**config.mk**
```make
export PLATFORM = sky130hd
export DESIGN_NAME = trcq_origin
export DESIGN_NICKNAME = d
export VERILOG_FILES = /design/src/design/trcq_pkg.sv /design/src/design/trcq_origin.sv
export SDC_FILE = /design/constraint.sdc
export NUM_CORES = 1
export LEC_CHECK = 0
export BUFFER_PORTS_ARGS = -buffer_cell sky130_fd_sc_hd__buf_2
export CORE_ASPECT_RATIO = 1.75
export CORE_MARGIN = 2
export CORE_UTILIZATION = 54
export DETAILED_ROUTE_END_ITERATION = 6
export HOLD_SLACK_MARGIN = 0.1
export PLACE_DENSITY = 0.75
export SLEW_MARGIN = 5
export SYNTH_ARGS = -nofsm -noshare
export SYNTH_HDL_FRONTEND = slang
export SYNTH_SLANG_ARGS = --single-unit
```
**constraint.sdc**
```tcl
create_clock -name clk -period 13.5 [get_ports clk]
set_clock_uncertainty 0.2 [all_clocks]
set_input_delay 1.35 -clock clk [delete_from_list [all_inputs] [get_ports clk]]
set_output_delay 1.35 -clock clk [all_outputs]
set_load 0.05 [all_outputs]
```
**src/design/trcq_pkg.sv**
```systemverilog
// ----------------------------------------------------------------------------
// trcq_pkg: shared types and constants of the release collision queue
// Holds the transaction payload types, the record layouts of the pending and
// history stores, the sequencer states and the signed offset helpers.
// ----------------------------------------------------------------------------
package trcq_pkg;

  localparam int DEF_PENDING_DEPTH = 64;
  localparam int DEF_HISTORY_DEPTH = 16;
  localparam int DEF_SENDER_SLOTS  = 8;

  localparam int          CFG_AW       = 3;
  localparam logic        REG_LEAD     = 1'b0;
  localparam logic        REG_SHIFT    = 1'b1;
  localparam logic [23:0] LEAD_RESET   = 24'd20000;
  localparam logic [5:0]  SHIFT_RESET  = 6'd10;
  localparam logic [7:0]  CORRUPT_MASK = 8'hA5;

  localparam logic REQ_INSERT  = 1'b0;
  localparam logic REQ_RELEASE = 1'b1;
  localparam logic KIND_STATUS = 1'b0;
  localparam logic KIND_RECORD = 1'b1;

  typedef struct packed {
    logic        req_type;
    logic [31:0] sender_id;
    logic [7:0]  data_byte;
    logic [62:0] tx_time_us;
    logic [15:0] duration_us;
    logic [62:0] now_us;
    logic        flush;
  } in_item_t;

  typedef struct packed {
    logic        result_kind;
    logic [7:0]  out_byte;
    logic [31:0] out_sender;
    logic [62:0] out_time_us;
    logic        collided;
    logic        insert_dropped;
    logic        arrived_late;
    logic [31:0] collision_total;
    logic [31:0] late_total;
    logic        last;
  } out_item_t;

  typedef struct packed {
    logic [31:0] sender;
    logic [62:0] tx_time;
    logic [15:0] duration;
    logic [7:0]  data;
  } pend_rec_t;

  typedef struct packed {
    logic [62:0] start_t;
    logic [63:0] end_t;
    logic [31:0] sender;
  } hist_rec_t;

  typedef struct packed {
    logic        en;
    logic        inc;
    logic [31:0] sender;
    logic [63:0] offset;
    logic [62:0] updated;
  } org_wr_t;

  typedef enum logic [3:0] {
    ST_IDLE,
    ST_INS_START,
    ST_LRU,
    ST_INS_SUM,
    ST_INS_CLAMP,
    ST_INS_NEW,
    ST_INS_FIN,
    ST_SEL_RD,
    ST_SEL_MATCH,
    ST_SEL_EV,
    ST_SEL_DONE,
    ST_OV_RD,
    ST_OV_EV,
    ST_COMMIT_RD,
    ST_COMMIT_WR
  } state_t;

  function automatic logic [63:0] sat_add_s64(input logic [63:0] a, input logic [63:0] b);
    logic [63:0] r;
    r = a + b;
    if ((a[63] == b[63]) && (r[63] != a[63])) begin
      r = a[63] ? 64'h8000_0000_0000_0000 : 64'h7FFF_FFFF_FFFF_FFFF;
    end
    return r;
  endfunction

  function automatic logic [63:0] asr64(input logic [63:0] v, input logic [5:0] sh);
    return 64'($signed(v) >>> sh);
  endfunction

  function automatic logic lt_s64(input logic [63:0] a, input logic [63:0] b);
    return $signed(a) < $signed(b);
  endfunction

endpackage

```
**src/design/trcq_origin.sv**
```systemverilog
// ----------------------------------------------------------------------------
// trcq_origin: per-sender clock offset table
// Associative lookup of a sender, one indexed read port and one write port,
// with the count of allocated slots.
// ----------------------------------------------------------------------------
module trcq_origin #(
  parameter int SENDER_SLOTS = trcq_pkg::DEF_SENDER_SLOTS,
  localparam int SIW = (SENDER_SLOTS > 1) ? $clog2(SENDER_SLOTS) : 1,
  localparam int SCW = $clog2(SENDER_SLOTS + 1)
) (
  input  logic                 clk,
  input  logic                 rst_n,
  input  logic [31:0]          lookup_id,
  output logic                 match_found,
  output logic [SIW-1:0]       match_idx,
  input  logic [SIW-1:0]       rd_idx,
  output logic [63:0]          rd_offset,
  output logic [62:0]          rd_updated,
  input  logic [SIW-1:0]       wr_idx,
  input  trcq_pkg::org_wr_t    wr,
  output logic [SCW-1:0]       count
);
  import trcq_pkg::*;

  logic [31:0]    sender_r  [SENDER_SLOTS];
  logic [63:0]    offset_r  [SENDER_SLOTS];
  logic [62:0]    updated_r [SENDER_SLOTS];
  logic [SCW-1:0] count_r;

  always_comb begin
    match_found = 1'b0;
    match_idx   = '0;
    for (int s = SENDER_SLOTS - 1; s >= 0; s--) begin
      if ((SCW'(s) < count_r) && (sender_r[s] == lookup_id)) begin
        match_found = 1'b1;
        match_idx   = SIW'(s);
      end
    end
  end

  assign rd_offset  = offset_r[rd_idx];
  assign rd_updated = updated_r[rd_idx];
  assign count      = count_r;

  always_ff @(posedge clk) begin
    if (wr.en) begin
      sender_r[wr_idx]  <= wr.sender;
      offset_r[wr_idx]  <= wr.offset;
      updated_r[wr_idx] <= wr.updated;
    end
  end

  always_ff @(posedge clk) begin
    if (!rst_n) begin
      count_r <= '0;
    end else if (wr.en && wr.inc) begin
      count_r <= count_r + 1'b1;
    end
  end

endmodule

```
==> flow_metrics.py, run 1 <==
metrics = {
    "logic_synthesis": {
        "ys_dominant_reg_cell": "sky130_fd_sc_hd__edfxtp_1",
        "synth_most_common_cell": "sky130_fd_sc_hd__edfxtp_1",
        "postSynthCellCount": 2166,
        "asyncSetResetFlopFracSynth_pct": 0,
        "number_of_distinct_library_cells_after_synthesis": 38,
        "synth_seq_area_share_pct": 77.7,
        "post_synthesis_cell_type_with_the_largest_combined_area": "sky130_fd_sc_hd__edfxtp_1",
        "ys_top_cells_by_count": "sky130_fd_sc_hd__edfxtp_1, sky130_fd_sc_hd__mux4_2, sky130_fd_sc_hd__xnor2_1, sky130_fd_sc_hd__mux2_2, sky130_fd_sc_hd__xor2_1",
        "synth_seq_cells": 1276,
        "synth.net_count": 2370,
        "post_synthesis_average_cell_area_um2": 22.8,
        "yosys_warnings": 0,
        "synthDominantCellAreaShare_pct": 77.5,
        "post_synth_instance_area_mm2": 0.0493,
        "synth-edff-count": 1272,
        "ys_top_cells_by_area": "sky130_fd_sc_hd__edfxtp_1, sky130_fd_sc_hd__mux4_2, sky130_fd_sc_hd__mux2_2",
    },
    "critical_path": {
        "path_cells": "buf_8, buf_4, mux4_2, mux2_2, buf_2",
        "crit_path_leading_delay_family": "buffers and inverters",
        "timing.critical_path.fanout_max": 78,
        "r2r_setup_slack_ps": 12040,
        "crit-reg2reg-capture": "count[3]",
        "critPathLaunchType": "input port",
        "worst_r2r_path_depth": 3,
        "timing.critical_path.arrival_ps": 4190,
        "timing.critical_path.to_type": "output pin",
        "cell_at_the_slowest_stage_of_the_critical_path": "sky130_fd_sc_hd__buf_4",
        "crit_path_max_incr_delay_ps": 900,
        "critical_path_buf_inv_count": 3,
        "critical_path_required_ps": 11950,
        "criticalPathCategory": "in -> out",
        "crit-reg2reg-launch": "count[2]",
    },
    "routing": {
        "via_per_inst": 5.98,
        "drt.antenna.violating_nets": 0,
        "post-route-drc-count": 0,
        "drt_pre_antenna_iters": 7,
        "detail_route.wirelength_um": 109000,
        "first_iter_violations": 1704,
        "wl_per_cell_um": 28.5,
        "vias": 22800,
    },
    "clock_tree": {
        "worst_setup_hold_path_clk_slew_ps": 70,
        "numClockSinks": 1276,
        "cts_hold_buf": 0,
        "clock-root-buffer": "sky130_fd_sc_hd__clkbuf_16",
        "cts_max_path_buffers": 3,
        "cts_repair_resize_count": 0,
        "tritoncts": "built",
        "tritoncts.num_buffers": 109,
        "clock_insertion_delay_worst_skew_ps": 720,
        "htree_num_levels": 3,
        "postCtsSetupBuffers": 0,
    },
    "sta": {
        "rsz0062_at_grt": "false",
        "setup_ws_ps": 7760,
        "setup-tns-final_ps": 0,
        "worstMarginPinSlew_ps": 1100,
        "slew_headroom_pct": 26.4,
        "finalHoldViolCount": 0,
        "timing.final.max_slew_violations": 0,
        "fin_crit_period_ps": 5740,
        "finalCritPeriodShare_pct": 42.5,
        "max_freq_mhz": 174,
        "final_setup_violation_count": 0,
    },
    "placement": {
        "dp_hpwl_um": 62500,
        "dp.cells": 3611,
        "number_of_buffers_inserted_by_port_buffering": 335,
        "pre_cts_ws_ps": 7610,
        "place_congestion": 0.895,
    },
    "floorplan": {
        "io_pins": 336,
        "row_count": 146,
        "start_util_pct": 54.5,
        "fp.coreArea_mm2": 0.0904,
        "dieWidth_um": 232,
        "die_height_um": 404,
        "die_area_mm2": 0.0938,
    },
    "min_path": {
        "worst_hold_path.endpoint": "count[1]",
        "hold_path.startpoint": "count[1]",
        "hold_path.class": "reg -> reg",
        "holdPathStages": 2,
    },
    "global_routing": {
        "antenna_found_initial": 25,
        "grt_pass1_wl_um": 158000,
        "globalRouteOverflowTotal": 0,
        "grt_max_degree": 109,
        "number_of_global_route_vias_before_repair": 24000,
        "grtUsageTotal_pct": 23.5,
    },
    "status": {
        "outcome": "complete, no violations",
    },
    "power": {
        "ir_drop_mv": 0.166,
        "power.density_cell_area_mw_per_mm2": 147,
        "leakage_nw": 17.9,
    },
    "finish": {
        "final_net_count": 2742,
        "area_growth_pct": 12.7,
        "final_layout_size_suffix_gt1_share_pct": 34.9,
        "final_cell_count_no_fill": 3818,
        "finalCoreUtilization_pct": 61.4,
    },
    "job": {
        "max_cap_violations": 0,
    },
}
-- layout make-up --
class	instances	area [um^2]
diodes	6	15.0
clock inverters	67	621
fillers	6142	34900
repair buffers	364	1960
flip-flops and latches	1276	38300
inverters	4	15.0
clock buffers	134	2820
well taps	1184	1480
multi-input cells	783	10400
-- worst min-delay path: stages (launching register included) --
cell                       delay (ps)
sky130_fd_sc_hd__dfxtp_1          390
sky130_fd_sc_hd__nand2_1          100
sky130_fd_sc_hd__a21boi_0          80
-- report_power, final --
group          leakage, nW  total (mW)  switching, mW  internal, mW
clock                 1.67        3.01           1.38          1.63
sequential            11.6        4.53         0.0361          4.49
combinational         4.61       0.646          0.426         0.219
total                 17.9        8.19           1.84          6.34
-- worst max-delay path by stage --
stage | cells past startpoint | start | end | slack, ps
floorplan | 1 | wr_idx[0] | offset_r[0][0] | 130
global placement | 5 | rd_idx[0] | rd_offset[55] | 7670
detailed placement | 5 | rd_idx[0] | rd_updated[5] | 7610
CTS | 5 | rd_idx[0] | rd_updated[5] | 7620
global route | 5 | rd_idx[0] | rd_updated[5] | 7450
finish | 5 | rd_idx[0] | rd_updated[35] | 7760
-- per-stage QoR --
stage	hold slack (ps)	power [mW]	instance area, um^2
finish	414	8.19	55600
CTS	406	8.26	55500
floorplan	530	5.06	49300
global placement	356	5.24	52100
detailed placement	371	5.27	52100
global route	427	8.44	55600
-- cells in the final DEF (no fill, tap or decap), types with 11 or more instances in the layout --
cell type                   count
sky130_fd_sc_hd__mux4_2       254
sky130_fd_sc_hd__clkinv_2      22
sky130_fd_sc_hd__nor4_1        27
sky130_fd_sc_hd__nor3_1        11
sky130_fd_sc_hd__xnor2_1      145
sky130_fd_sc_hd__buf_2        332
sky130_fd_sc_hd__clkinv_1      24
sky130_fd_sc_hd__buf_4         26
sky130_fd_sc_hd__nand3_1       12
sky130_fd_sc_hd__clkbuf_1      25
sky130_fd_sc_hd__edfxtp_1    1272
sky130_fd_sc_hd__xor2_1       113
sky130_fd_sc_hd__nand4_1       34
sky130_fd_sc_hd__clkbuf_16    109
sky130_fd_sc_hd__mux2_2       127
-- state kept, by name, indices dropped and copies added (netlist names) --
| name | flops |
|---|---|
| sender_r | 256 |
| count | 4 |
| updated_r | 504 |
| offset_r | 512 |
-- per-layer routing --
layer  vias up  global-route usage (%)  part of all wire [%]
met5         -                       0                  0.22
met4        38                    8.59                   3.4
met3       202                    5.52                   7.2
met2       880                    40.4                    52
met1     12100                    29.0                    37
li1       9651                       -                     -
-- cells by family after synthesis --
logic type | share of synthesized area [%]
simple gates | 1.57
fa+ha+maj | 0.0762
flops | 77.7
xor+xnor | 4.58
buf+inv | 1.41
mux | 14.5
compound gates | 0.190
(Power assumes the default switching activity.)
==> inputs of run 2 (changes only) <==
==> constraint.sdc (replaced) <==
create_clock -name clk -period 4.8 [get_ports clk]
set_clock_uncertainty 0.2 [all_clocks]
set_input_delay 0.48 -clock clk [delete_from_list [all_inputs] [get_ports clk]]
set_output_delay 0.48 -clock clk [all_outputs]
set_load 0.05 [all_outputs]
==> flow_metrics.py, run 2 (same netlist as run 1, synthesis figures left out) <==
metrics = {
    "status": {
        "outcome": "complete, no violations",
    },
    "routing": {
        "drt.antenna.violating_nets": 0,
        "via_per_inst": 5.91,
        "first_iter_violations": 1685,
        "post-route-drc-count": 0,
        "wl_per_cell_um": 28.1,
        "detail_route.wirelength_um": 112000,
        "vias": 23600,
        "drt_pre_antenna_iters": 6,
    },
    "floorplan": {
        "io_pins": 336,
        "die_height_um": 404,
        "row_count": 146,
        "dieWidth_um": 232,
        "start_util_pct": 54.5,
        "die_area_mm2": 0.0938,
        "fp.coreArea_mm2": 0.0904,
    },
    "global_routing": {
        "number_of_global_route_vias_before_repair": 25500,
        "grt_use_met3_pct": 5.11,
        "antenna_found_initial": 7,
        "globalRoute.busiestLayer": "met2",
        "globalRouteOverflowTotal": 0,
        "grt_max_degree": 105,
        "met1_usage_pct": 29.2,
        "grt_use_met2_pct": 41.8,
        "grtUsageTotal_pct": 24.3,
        "grt_pass1_wl_um": 164000,
    },
    "finish": {
        "top_regs": "offset_r (512), updated_r (504), sender_r (256)",
        "flip_flop_count_of_the_largest_register_after_layout": 512,
        "top_register": "offset_r",
        "final_cell_count_no_fill": 3998,
        "final_net_count": 2917,
        "mostFrequentLayoutCell": "sky130_fd_sc_hd__edfxtp_1",
        "final_layout_size_suffix_gt1_share_pct": 33.4,
        "layout.cells.most_common_list": "sky130_fd_sc_hd__edfxtp_1, sky130_fd_sc_hd__buf_2, sky130_fd_sc_hd__mux4_2, sky130_fd_sc_hd__dlygate4sd3_1, sky130_fd_sc_hd__xnor2_1",
        "nFillCells": 5858,
        "area_growth_pct": 17.5,
    },
    "critical_path": {
        "timing.critical_path.fanout_max": 3,
        "r2r_setup_slack_ps": 3220,
        "critical_path_buf_inv_count": 1,
        "worst_r2r_path_depth": 4,
        "criticalPathCategory": "reg -> out",
        "crit_path_max_incr_delay_ps": 780,
        "crit-reg2reg-capture": "count[1]",
        "crit-reg2reg-launch": "count[1]",
        "timing.critical_path.arrival_ps": 3280,
        "critical_path_required_ps": 4120,
        "cell_at_the_slowest_stage_of_the_critical_path": "sky130_fd_sc_hd__nor4_1",
        "timing.critical_path.to_type": "output pin",
        "crit_path_leading_delay_family": "simple AND/OR/NAND/NOR gates",
        "critPathLaunchType": "flip-flop",
        "path_cells": "xor2_1, nor4_1, nand4_1, o31ai_2, nand3_1, a21oi_1, buf_2",
    },
    "sta": {
        "final_setup_violation_count": 0,
        "fin_crit_period_ps": 3960,
        "max_freq_mhz": 252,
        "finalCritPeriodShare_pct": 82.6,
        "setup-tns-final_ps": 0,
        "setup_ws_ps": 836,
        "timing.final.max_slew_violations": 0,
        "worstMarginPinSlew_ps": 1020,
        "finalHoldViolCount": 0,
        "slew_headroom_pct": 31.6,
        "rsz0062_at_grt": "false",
    },
    "placement": {
        "place_congestion": 0.918,
        "pre_cts_ws_ps": 1330,
        "dp.cells": 3620,
        "dp_hpwl_um": 63600,
        "number_of_buffers_inserted_by_port_buffering": 335,
    },
    "power": {
        "power.density_cell_area_mw_per_mm2": 411,
        "leakage_nw": 18.8,
        "ir_drop_mv": 0.357,
    },
    "min_path": {
        "hold_path.class": "in -> reg",
        "hold_path.startpoint": "wr_idx[0]",
        "holdPathStages": 3,
        "worst_hold_path.endpoint": "offset_r[5][1]",
    },
    "clock_tree": {
        "postCtsSetupBuffers": 0,
        "tritoncts": "built",
        "htree_num_levels": 3,
        "cts_max_path_buffers": 3,
        "clock-root-buffer": "sky130_fd_sc_hd__clkbuf_16",
        "numClockSinks": 1276,
        "worst_setup_hold_path_clk_slew_ps": 70,
        "tritoncts.num_buffers": 109,
        "clock_insertion_delay_worst_skew_ps": 700,
    },
    "job": {
        "max_cap_violations": 0,
    },
}
-- run 2: worst max path at each step --
| stage | start | end | slack (ps) | cells past startpoint |
|---|---|---|---|---|
| 6_report | sender_r[6][24] | match_idx[1] | 840 | 7 |
| 5_1_grt | sender_r[6][24] | match_idx[1] | 780 | 7 |
| 4_1_cts | sender_r[6][24] | match_idx[1] | 950 | 7 |
| 3_5_place_dp | lookup_id[11] | match_idx[1] | 1330 | 8 |
| 3_3_place_gp | lookup_id[24] | match_idx[1] | 1310 | 8 |
| 2_1_floorplan | wr_idx[2] | offset_r[1][0] | -670 | 2 |
-- run 2: where the power goes --
group          leakage (nW)  switching (mW)  internal, mW  total (mW)
clock network          1.80            3.95          5.14        9.09
logic                  5.46            1.26         0.727        1.98
registers              11.6           0.104          12.6        12.7
total                  18.8            5.31          18.5        23.8
-- run 2: layout make-up --
type / instances / area (um^2) / area share, %
flip-flops and latches: 1276 / 38300 / 66.1
multi-input cells: 783 / 10400 / 18.0
inverters: 4 / 15.0 / 0.0259
clock buffers: 129 / 2800 / 4.84
clock inverters: 75 / 925 / 1.60
repair buffers: 539 / 4000 / 6.91
well taps: 1184 / 1480 / 2.56
diodes: 8 / 20.0 / 0.0346
-- run 2: layer usage --
| metal | wire length [um] | part of all wire [%] |
|---|---|---|
| met5 | 24 | 0.021 |
| met1 | 41000 | 37 |
| met2 | 58300 | 52 |
| met3 | 7690 | 6.9 |
| met4 | 5180 | 4.6 |
-- run 2: what timing repair did --
item                       CTS  global route
resized for setup            0             0
hold endpoints to repair  1288             0
hold buffers               166             0
-- run 2: stage by stage --
step / power, mW / util, % / instance area (um^2) / hold slack [ps]
6_report: 23.8 / 64.1 / 57900 / 277
5_1_grt: 24.5 / 64.1 / 57900 / 241
4_1_cts: 24.0 / 64.0 / 57900 / 208
3_5_place_dp: 14.8 / 58.1 / 52500 / 417
3_3_place_gp: 14.8 / 58.1 / 52500 / 347
2_1_floorplan: 14.2 / - / 49400 / 379
-- run 2: worst min-delay path, stage by stage --
cell and delay (ps):
sky130_fd_sc_hd__buf_2 160, sky130_fd_sc_hd__nand2_1 200, sky130_fd_sc_hd__nor2_4 140
